## src/uart_line_command_decoder_defines.svh

```systemverilog
`ifndef UART_LINE_COMMAND_DECODER_DEFINES_SVH
`define UART_LINE_COMMAND_DECODER_DEFINES_SVH

// Check a condition in the same cycle.
`define ULCD_ASSERT_NOW(name, ante, cons, msg) \
    name: assert property (@(posedge clk) disable iff (!rst_n) (ante) |-> (cons)) \
        else $error(msg);

// Check a condition in the next cycle.
`define ULCD_ASSERT_NEXT(name, ante, cons, msg) \
    name: assert property (@(posedge clk) disable iff (!rst_n) (ante) |=> (cons)) \
        else $error(msg);

`endif

```

## src/ulcd_pkg.sv

```systemverilog
`timescale 1ns / 1ps

package ulcd_pkg;

    localparam int LINE_BYTES_DEF = 32;

    localparam logic [7:0] CHR_CR    = 8'h0D;
    localparam logic [7:0] CHR_LF    = 8'h0A;
    localparam logic [7:0] CHR_NUL   = 8'h00;
    localparam logic [7:0] CHR_SPACE = 8'h20;
    localparam logic [7:0] CHR_TAB   = 8'h09;
    localparam logic [7:0] CHR_VT    = 8'h0B;
    localparam logic [7:0] CHR_FF    = 8'h0C;
    localparam logic [7:0] CHR_PLUS  = 8'h2B;
    localparam logic [7:0] CHR_MINUS = 8'h2D;
    localparam logic [7:0] CHR_ZERO  = 8'h30;
    localparam logic [7:0] CHR_NINE  = 8'h39;
    localparam logic [7:0] CHR_A     = 8'h41;
    localparam logic [7:0] CHR_F     = 8'h46;
    localparam logic [7:0] CHR_M     = 8'h4D;
    localparam logic [7:0] CHR_O     = 8'h4F;
    localparam logic [7:0] CHR_P     = 8'h50;
    localparam logic [7:0] CHR_S     = 8'h53;
    localparam logic [7:0] CHR_T     = 8'h54;
    localparam logic [7:0] CHR_U     = 8'h55;
    localparam logic [7:0] CHR_W     = 8'h57;

    localparam logic [6:0] VALUE_CAP = 7'd101;
    localparam logic [6:0] LEVEL_MAX = 7'd100;

    typedef enum logic [4:0] {
        PH_START,
        PH_O,
        PH_OF,
        PH_OFF,
        PH_S,
        PH_ST,
        PH_STA,
        PH_STAT,
        PH_STATU,
        PH_STATUS,
        PH_P,
        PH_PW,
        PH_PWM,
        PH_BLANK,
        PH_SIGN,
        PH_DIGITS,
        PH_FAIL
    } phase_t;

    typedef enum logic [2:0] {
        CODE_OFF    = 3'd0,
        CODE_STATUS = 3'd1,
        CODE_LEVEL  = 3'd2,
        CODE_CMD    = 3'd3,
        CODE_RANGE  = 3'd4,
        CODE_LONG   = 3'd5
    } code_t;

    typedef struct packed {
        phase_t     phase;
        logic [6:0] value;
        logic       neg;
        logic       ended;
    } line_state_t;

    typedef struct packed {
        logic       emit;
        logic       restart;
        logic       count;
        code_t      code;
        logic [6:0] level;
    } parse_result_t;

endpackage

```

## src/uart_line_command_decoder.sv

```systemverilog
// Path: an input transfer is captured in the input register, and the recognizer step
// then writes any result it produces into the output register that drives the output.
// Throughput: one byte per cycle; the input register, recognizer step and result
// register are a single pass with no iteration.
// A result waiting on the output holds the pipeline only when the next byte also
// produces a result. Reset (rst_n low) clears the line state and both valid flags.
`timescale 1ns / 1ps
`include "uart_line_command_decoder_defines.svh"

module uart_line_command_decoder
#(
    parameter int LINE_BYTES = ulcd_pkg::LINE_BYTES_DEF
)
(
    input  logic       clk,
    input  logic       rst_n,
    input  logic       s_axis_tvalid,
    output logic       s_axis_tready,
    input  logic [7:0] s_axis_tdata,   // [7:0] data_byte
    output logic       m_axis_tvalid,
    input  logic       m_axis_tready,
    output logic [7:0] m_axis_tdata,   // [6:0] level, [7] zero
    output logic [2:0] m_axis_tuser    // [2:0] response_code
);

    localparam int CW = $clog2(LINE_BYTES);

    logic                    in_valid_reg;
    logic [7:0]              in_byte_reg;
    logic [CW-1:0]           held_reg;
    logic [CW-1:0]           held_next;
    ulcd_pkg::line_state_t   state_reg;
    ulcd_pkg::line_state_t   state_next;
    ulcd_pkg::parse_result_t res;
    logic                    out_valid_reg;
    ulcd_pkg::code_t         code_reg;
    logic [6:0]              level_reg;
    logic                    out_free;
    logic                    process;
    logic                    line_full;

    assign line_full     = (held_reg == CW'(LINE_BYTES - 1));
    assign out_free      = !out_valid_reg || m_axis_tready;
    assign process       = in_valid_reg && (!res.emit || out_free);
    assign s_axis_tready = !in_valid_reg || process;

    ulcd_parser u_parser
    (
        .data_byte  (in_byte_reg),
        .state      (state_reg),
        .line_held  (held_reg != '0),
        .line_full  (line_full),
        .state_next (state_next),
        .result     (res)
    );

    always_comb
    begin
        held_next = held_reg;
        if (res.restart)
            held_next = '0;
        else if (res.count)
            held_next = held_reg + CW'(1);
    end

    always_ff @(posedge clk or negedge rst_n)
    begin
        if (!rst_n)
            in_valid_reg <= 1'b0;
        else if (s_axis_tready)
            in_valid_reg <= s_axis_tvalid;
    end

    always_ff @(posedge clk)
    begin
        if (s_axis_tvalid && s_axis_tready)
            in_byte_reg <= s_axis_tdata;
    end

    always_ff @(posedge clk or negedge rst_n)
    begin
        if (!rst_n)
        begin
            held_reg        <= '0;
            state_reg.phase <= ulcd_pkg::PH_START;
            state_reg.value <= '0;
            state_reg.neg   <= 1'b0;
            state_reg.ended <= 1'b0;
        end
        else if (process)
        begin
            held_reg  <= held_next;
            state_reg <= state_next;
        end
    end

    always_ff @(posedge clk or negedge rst_n)
    begin
        if (!rst_n)
            out_valid_reg <= 1'b0;
        else if (process && res.emit)
            out_valid_reg <= 1'b1;
        else if (m_axis_tready)
            out_valid_reg <= 1'b0;
    end

    always_ff @(posedge clk)
    begin
        if (process && res.emit)
        begin
            code_reg  <= res.code;
            level_reg <= res.level;
        end
    end

    assign m_axis_tvalid = out_valid_reg;
    assign m_axis_tdata  = {1'b0, level_reg};
    assign m_axis_tuser  = code_reg;

    `ULCD_ASSERT_NOW(a_level_only_on_set,
        out_valid_reg && (code_reg != ulcd_pkg::CODE_LEVEL), level_reg == '0,
        "level nonzero on a non-level result")
    `ULCD_ASSERT_NOW(a_empty_line_at_start,
        held_reg == '0, state_reg.phase == ulcd_pkg::PH_START,
        "recognizer left start with no bytes held")
    `ULCD_ASSERT_NOW(a_held_bounded,
        1'b1, held_reg <= CW'(LINE_BYTES - 1),
        "held count beyond line capacity")
    `ULCD_ASSERT_NEXT(a_stalled_byte_kept,
        in_valid_reg && !process, in_valid_reg && $stable(in_byte_reg),
        "stalled byte lost")

endmodule

```

## src/ulcd_parser.sv

```systemverilog
`timescale 1ns / 1ps

module ulcd_parser
(
    input  logic [7:0]             data_byte,
    input  ulcd_pkg::line_state_t  state,
    input  logic                   line_held,
    input  logic                   line_full,
    output ulcd_pkg::line_state_t  state_next,
    output ulcd_pkg::parse_result_t result
);

    logic                  is_end;
    logic                  is_digit;
    logic                  is_blank;
    logic [3:0]            digit_val;
    logic [10:0]           acc;
    ulcd_pkg::line_state_t adv;

    assign is_end    = (data_byte == ulcd_pkg::CHR_CR) || (data_byte == ulcd_pkg::CHR_LF);
    assign is_digit  = (data_byte >= ulcd_pkg::CHR_ZERO) && (data_byte <= ulcd_pkg::CHR_NINE);
    assign is_blank  = (data_byte == ulcd_pkg::CHR_SPACE) || (data_byte == ulcd_pkg::CHR_TAB)
                    || (data_byte == ulcd_pkg::CHR_VT) || (data_byte == ulcd_pkg::CHR_FF);
    assign digit_val = data_byte[3:0];
    assign acc       = ({4'b0, state.value} << 3) + ({4'b0, state.value} << 1)
                     + {7'b0, digit_val};

    // advance the recognizer by one byte
    always_comb
    begin
        adv = state;
        unique case (state.phase)
            ulcd_pkg::PH_START:
            begin
                if (data_byte == ulcd_pkg::CHR_O)
                    adv.phase = ulcd_pkg::PH_O;
                else if (data_byte == ulcd_pkg::CHR_S)
                    adv.phase = ulcd_pkg::PH_S;
                else if (data_byte == ulcd_pkg::CHR_P)
                    adv.phase = ulcd_pkg::PH_P;
                else
                    adv.phase = ulcd_pkg::PH_FAIL;
            end
            ulcd_pkg::PH_O:
                adv.phase = (data_byte == ulcd_pkg::CHR_F) ? ulcd_pkg::PH_OF : ulcd_pkg::PH_FAIL;
            ulcd_pkg::PH_OF:
                adv.phase = (data_byte == ulcd_pkg::CHR_F) ? ulcd_pkg::PH_OFF : ulcd_pkg::PH_FAIL;
            ulcd_pkg::PH_S:
                adv.phase = (data_byte == ulcd_pkg::CHR_T) ? ulcd_pkg::PH_ST : ulcd_pkg::PH_FAIL;
            ulcd_pkg::PH_ST:
                adv.phase = (data_byte == ulcd_pkg::CHR_A) ? ulcd_pkg::PH_STA : ulcd_pkg::PH_FAIL;
            ulcd_pkg::PH_STA:
                adv.phase = (data_byte == ulcd_pkg::CHR_T) ? ulcd_pkg::PH_STAT
                                                           : ulcd_pkg::PH_FAIL;
            ulcd_pkg::PH_STAT:
                adv.phase = (data_byte == ulcd_pkg::CHR_U) ? ulcd_pkg::PH_STATU
                                                           : ulcd_pkg::PH_FAIL;
            ulcd_pkg::PH_STATU:
                adv.phase = (data_byte == ulcd_pkg::CHR_S) ? ulcd_pkg::PH_STATUS
                                                           : ulcd_pkg::PH_FAIL;
            ulcd_pkg::PH_P:
                adv.phase = (data_byte == ulcd_pkg::CHR_W) ? ulcd_pkg::PH_PW : ulcd_pkg::PH_FAIL;
            ulcd_pkg::PH_PW:
                adv.phase = (data_byte == ulcd_pkg::CHR_M) ? ulcd_pkg::PH_PWM : ulcd_pkg::PH_FAIL;
            ulcd_pkg::PH_PWM:
                adv.phase = (data_byte == ulcd_pkg::CHR_SPACE) ? ulcd_pkg::PH_BLANK
                                                               : ulcd_pkg::PH_FAIL;
            ulcd_pkg::PH_BLANK:
            begin
                if (is_blank)
                    adv.phase = ulcd_pkg::PH_BLANK;
                else if (data_byte == ulcd_pkg::CHR_PLUS)
                    adv.phase = ulcd_pkg::PH_SIGN;
                else if (data_byte == ulcd_pkg::CHR_MINUS)
                begin
                    adv.neg   = 1'b1;
                    adv.phase = ulcd_pkg::PH_SIGN;
                end
                else if (is_digit)
                begin
                    adv.value = {3'b0, digit_val};
                    adv.phase = ulcd_pkg::PH_DIGITS;
                end
                else
                    adv.phase = ulcd_pkg::PH_FAIL;
            end
            ulcd_pkg::PH_SIGN:
            begin
                if (is_digit)
                begin
                    adv.value = {3'b0, digit_val};
                    adv.phase = ulcd_pkg::PH_DIGITS;
                end
                else
                    adv.phase = ulcd_pkg::PH_FAIL;
            end
            ulcd_pkg::PH_DIGITS:
            begin
                if (is_digit)
                    adv.value = (acc > {4'b0, ulcd_pkg::VALUE_CAP}) ? ulcd_pkg::VALUE_CAP
                                                                    : acc[6:0];
                else
                    adv.phase = ulcd_pkg::PH_FAIL;
            end
            default:
                adv.phase = ulcd_pkg::PH_FAIL;
        endcase
    end

    always_comb
    begin
        state_next     = state;
        result.emit    = 1'b0;
        result.restart = 1'b0;
        result.count   = 1'b0;
        result.code    = ulcd_pkg::CODE_CMD;
        result.level   = '0;
        if (is_end)
        begin
            result.emit    = line_held;
            result.restart = 1'b1;
            if (state.phase == ulcd_pkg::PH_OFF)
                result.code = ulcd_pkg::CODE_OFF;
            else if (state.phase == ulcd_pkg::PH_STATUS)
                result.code = ulcd_pkg::CODE_STATUS;
            else if (state.phase == ulcd_pkg::PH_DIGITS)
            begin
                if ((state.value > ulcd_pkg::LEVEL_MAX) || (state.neg && (state.value != '0)))
                    result.code = ulcd_pkg::CODE_RANGE;
                else
                begin
                    result.code  = ulcd_pkg::CODE_LEVEL;
                    result.level = state.value;
                end
            end
        end
        else if (!line_full)
        begin
            result.count = 1'b1;
            if (!state.ended)
            begin
                if (data_byte == ulcd_pkg::CHR_NUL)
                    state_next.ended = 1'b1;
                else
                    state_next = adv;
            end
        end
        else
        begin
            result.emit    = 1'b1;
            result.restart = 1'b1;
            result.code    = ulcd_pkg::CODE_LONG;
        end
        if (result.restart)
        begin
            state_next.phase = ulcd_pkg::PH_START;
            state_next.value = '0;
            state_next.neg   = 1'b0;
            state_next.ended = 1'b0;
        end
    end

endmodule

```

## config.mk

```make
export PLATFORM = sky130hd
export DESIGN_NAME = uart_line_command_decoder
export DESIGN_NICKNAME = d
export VERILOG_FILES = /design/src/ulcd_pkg.sv /design/src/uart_line_command_decoder.sv /design/src/ulcd_parser.sv
export VERILOG_INCLUDE_DIRS = /design/src /design/src/src
export SDC_FILE = /design/constraint.sdc
export NUM_CORES = 1
export LEC_CHECK = 0
export BUFFER_PORTS_ARGS = -buffer_cell sky130_fd_sc_hd__buf_2
export CAP_MARGIN = 20
export CORE_MARGIN = 3
export CORE_UTILIZATION = 45
export DETAILED_ROUTE_END_ITERATION = 8
export PLACE_DENSITY_LB_ADDON = 0.12
export SLEW_MARGIN = 20
export SYNTH_ARGS = -nofsm -noshare
export SYNTH_HDL_FRONTEND = slang
export SYNTH_HIERARCHICAL = 1
export SYNTH_SLANG_ARGS = --single-unit
```

## constraint.sdc

```tcl
create_clock -name clk -period 5.45 [get_ports clk]
set_input_delay 0 -clock clk [delete_from_list [all_inputs] [get_ports clk]]
set_output_delay 0 -clock clk [all_outputs]
set_load 0.01 [all_outputs]
```

==> results by group <==
Worst setup path
  • Worst reg2reg path depth: 12
  • Crit. End Element: register
  • Reg2reg end: state_reg[4]
  • CP arrival: 3.94 ns
  • Startpoint Class: register
  • Critical Path Source: in_byte_reg[3]
  • Reg2reg start: in_byte_reg[3]
  • CP max FO: 16
  • Class of the most critical setup path: register to register
  • Worst R2R Setup Slack: 1.69 ns
  • Worst EP required: 5.63 ns

Power and ir drop
  • Pwr/cell area: 220 nW/um2
  • Seq pwr share: 51.0%
  • Sw Share: 32.0%
  • Power Internal: 0.509 mW
  • Pleak: 1.48 nW
  • Total Power: 0.749 mW
  • Peak VDD IR: 0.122 mV
  • Switch Pwr: 0.240 mW
  • Clock network fraction of design power: 25.2%
  • Logic pwr share: 23.8%

STA
  • RSZ-0062 raised after global routing: false
  • Final setup fails: 0
  • Max Clock Skew: 0.00481 ns
  • Final max-slew violation count: 0
  • Fmax: 266 MHz
  • Final Worst Setup Slack: 1.69 ns
  • Post-route minimum period: 3.76 ns
  • Final hold vios: 0
  • Final Hold Slack: 0.0214 ns
  • Slew @ Worst Pin: 0.850 ns
  • Setup_tns: 0 ns
  • Slew headroom: 42.5%
  • Final period util: 69.0%

Clock network
  • Clk buf depth: 2
  • Sink Count: 39
  • Post-CTS Resized: 0
  • Clk slew on worst S/H paths: 0.08 ns
  • Clk Latency, worst-skew pair: 0.29 ns
  • CTS root buf: clkbuf_8
  • Total clock buffers created by CTS: 5
  • TritonCTS clock tree: built
  • H-Tree Depth: 2

Floorplan
  • I/O pin count: 25
  • Full die area: 7930 um2
  • FP Rows: 29
  • Initial Util: 47.5%
  • Core Region: 6530 um2
  • Die height: 89.0 um
  • Die span in x: 89.0 um

Synth
  • Post-Synthesis Cells: 349
  • Async SR Flop Fraction: 53.8%
  • Post-Syn Nets: 379
  • FF+latch count, synth: 39
  • Yosys warns: 6
  • Post-synth top flop: dfrtp_1
  • Sequential share of the synthesized area: 34.4%
  • Synth unique cells: 62
  • Post-synthesis cell area: 3100 um2
  • Synthesized area per cell: 8.89 um2
  • EDFF count, synth: 18

Finish
  • Final #Nets: 401
  • Cell area after layout: 3400 um2
  • Fraction of layout cells with a size suffix above 1: 14.5%
  • Fillers: 608
  • Most frequent cells in the layout: 36 x nor2_1, 23 x buf_2, 21 x dfrtp_1
  • Max FFs per register: 14
  • Area grow syn2layout: 9.72%
  • Most common cell after layout, fill and taps aside: nor2_1
  • Ant. Diodes: 0

Placement
  • Setup WS pre-CTS: 1.69 ns
  • IO Port Bufs: 23
  • Post-DP Area: 3220 um2
  • DP HPWL: 5480 um
  • Routability cong.: 0.946

Outcome
  • Outcome: finished, final reports clean

Min path
  • Hold depth: 3
  • HP Start: m_axis_tready
  • Hold crit path type: primary input to register
  • Hold-critical path endpoint: m_axis_tvalid

Global route
  • First-pass GRT wire length: 12700 um
  • Largest net degree at the start of global routing: 22
  • Total GRT Usage: 20.6%
  • Gr ovfl total: 0
  • Antenna violations before repair: 0
  • Vias in the first global route: 2547

Routing
  • Router iterations before antenna repair: 5
  • Post-DR wirelength/cell: 16.9 um
  • DRT Wirelength: 7580 um
  • Initial DRC Count: 182
  • Via count: 2810
  • Vias per Instance: 6.26
  • # DRC: 0
  • Antenna-violating nets left: 0

Run
  • Max-cap violations: 0
-- Yosys cell counts, types with 7 or more instances --
master	number	share of area, %
nor2_1	36	4.4
dfrtp_1	21	17
nand2_1	19	2.3
edfxtp_1	18	17
ha_1	16	6.5
nor3_1	16	2.6
inv_1	15	1.8
mux2_2	14	5.1
nand3_1	14	2.3
o21ai_0	14	2.3
a21oi_1	11	1.8
a31oi_1	10	2.0
clkbuf_1	10	1.2
nand4_1	10	2.0
nor2b_1	10	2.0
and2_1	8	1.6
a211oi_1	7	1.7
nand2b_1	7	1.4
-- worst max-delay path: stages, from the launching register on --
cell and delay, ns:
edfxtp_1 0.62, inv_1 0.16, fa_1 0.55, inv_1 0.06, fa_1 0.46, a21o_1 0.21
a221oi_1 0.30, xnor2_1 0.10, a31oi_1 0.28, a21oi_1 0.16, o41ai_1 0.34, a21oi_1 0.11
mux2_2 0.29
-- through the flow --
| stage | instances | util, % |
|---|---|---|
| 2_1_floorplan | 349 | - |
| 3_3_place_gp | 431 | 49.3 |
| 3_5_place_dp | 431 | 49.3 |
| 4_1_cts | 449 | 52.1 |
| 5_1_grt | 449 | 52.1 |
| 6_report | 449 | 52.1 |
-- metal layers --
metal	track usage, %	part of all wire [%]
met5	0	0
met4	6.09	1.7
met3	3.23	5.7
met2	33.2	48
met1	28.5	45
-- area by class of cell --
type                            count  area [um2]  area share, %
Sequential cell                    39        1070           31.3
Inverter                           15        56.3           1.65
Tap cell                           77        96.3           2.83
Timing Repair Buffer               33         215           6.32
Clock inverter                      3        15.0          0.441
Clock buffer                        5        68.8           2.02
Multi-Input combinational cell    277        1890           55.4
-- power groups by stage --
| stage | Sequential, mW | Combinational (mW) | Clock, mW |
|---|---|---|---|
| 6_report | 0.382 | 0.178 | 0.189 |
| 5_1_grt | 0.388 | 0.206 | 0.205 |
| 4_1_cts | 0.381 | 0.177 | 0.196 |
| 3_5_place_dp | 0.387 | 0.171 | 0 |
| 3_3_place_gp | 0.386 | 0.168 | 0 |
| 2_1_floorplan | 0.371 | 0.145 | 0 |
-- kinds of logic after synthesis --
logic type / after synthesis / synth area share [%]
AO/OA/AOI/OAI: 82 / 18.3
XOR/XNOR: 7 / 1.98
adder cells (fa/ha/maj): 18 / 7.74
buffers and inverters: 33 / 4.84
flip-flops: 39 / 34.4
multiplexers: 14 / 5.08
other: 1 / 0.121
AND/OR/NAND/NOR: 155 / 27.6
-- what timing repair did --
action | 4_1_cts | 5_1_grt
buffers inserted | 0 | 0
hold buffers | 10 | 0
hold endpoints to repair | 30 | 0
-- worst max-delay path by stage --
stage / slack [ns] / endpoint
final: 1.69 / state_reg[4]
after global routing: 1.46 / state_reg[4]
after CTS: 1.68 / state_reg[4]
after detailed placement: 1.69 / state_reg[4]
after global placement: 1.77 / state_reg[4]
after floorplan: 2.17 / state_reg[4]
(Power assumes the default switching activity.)
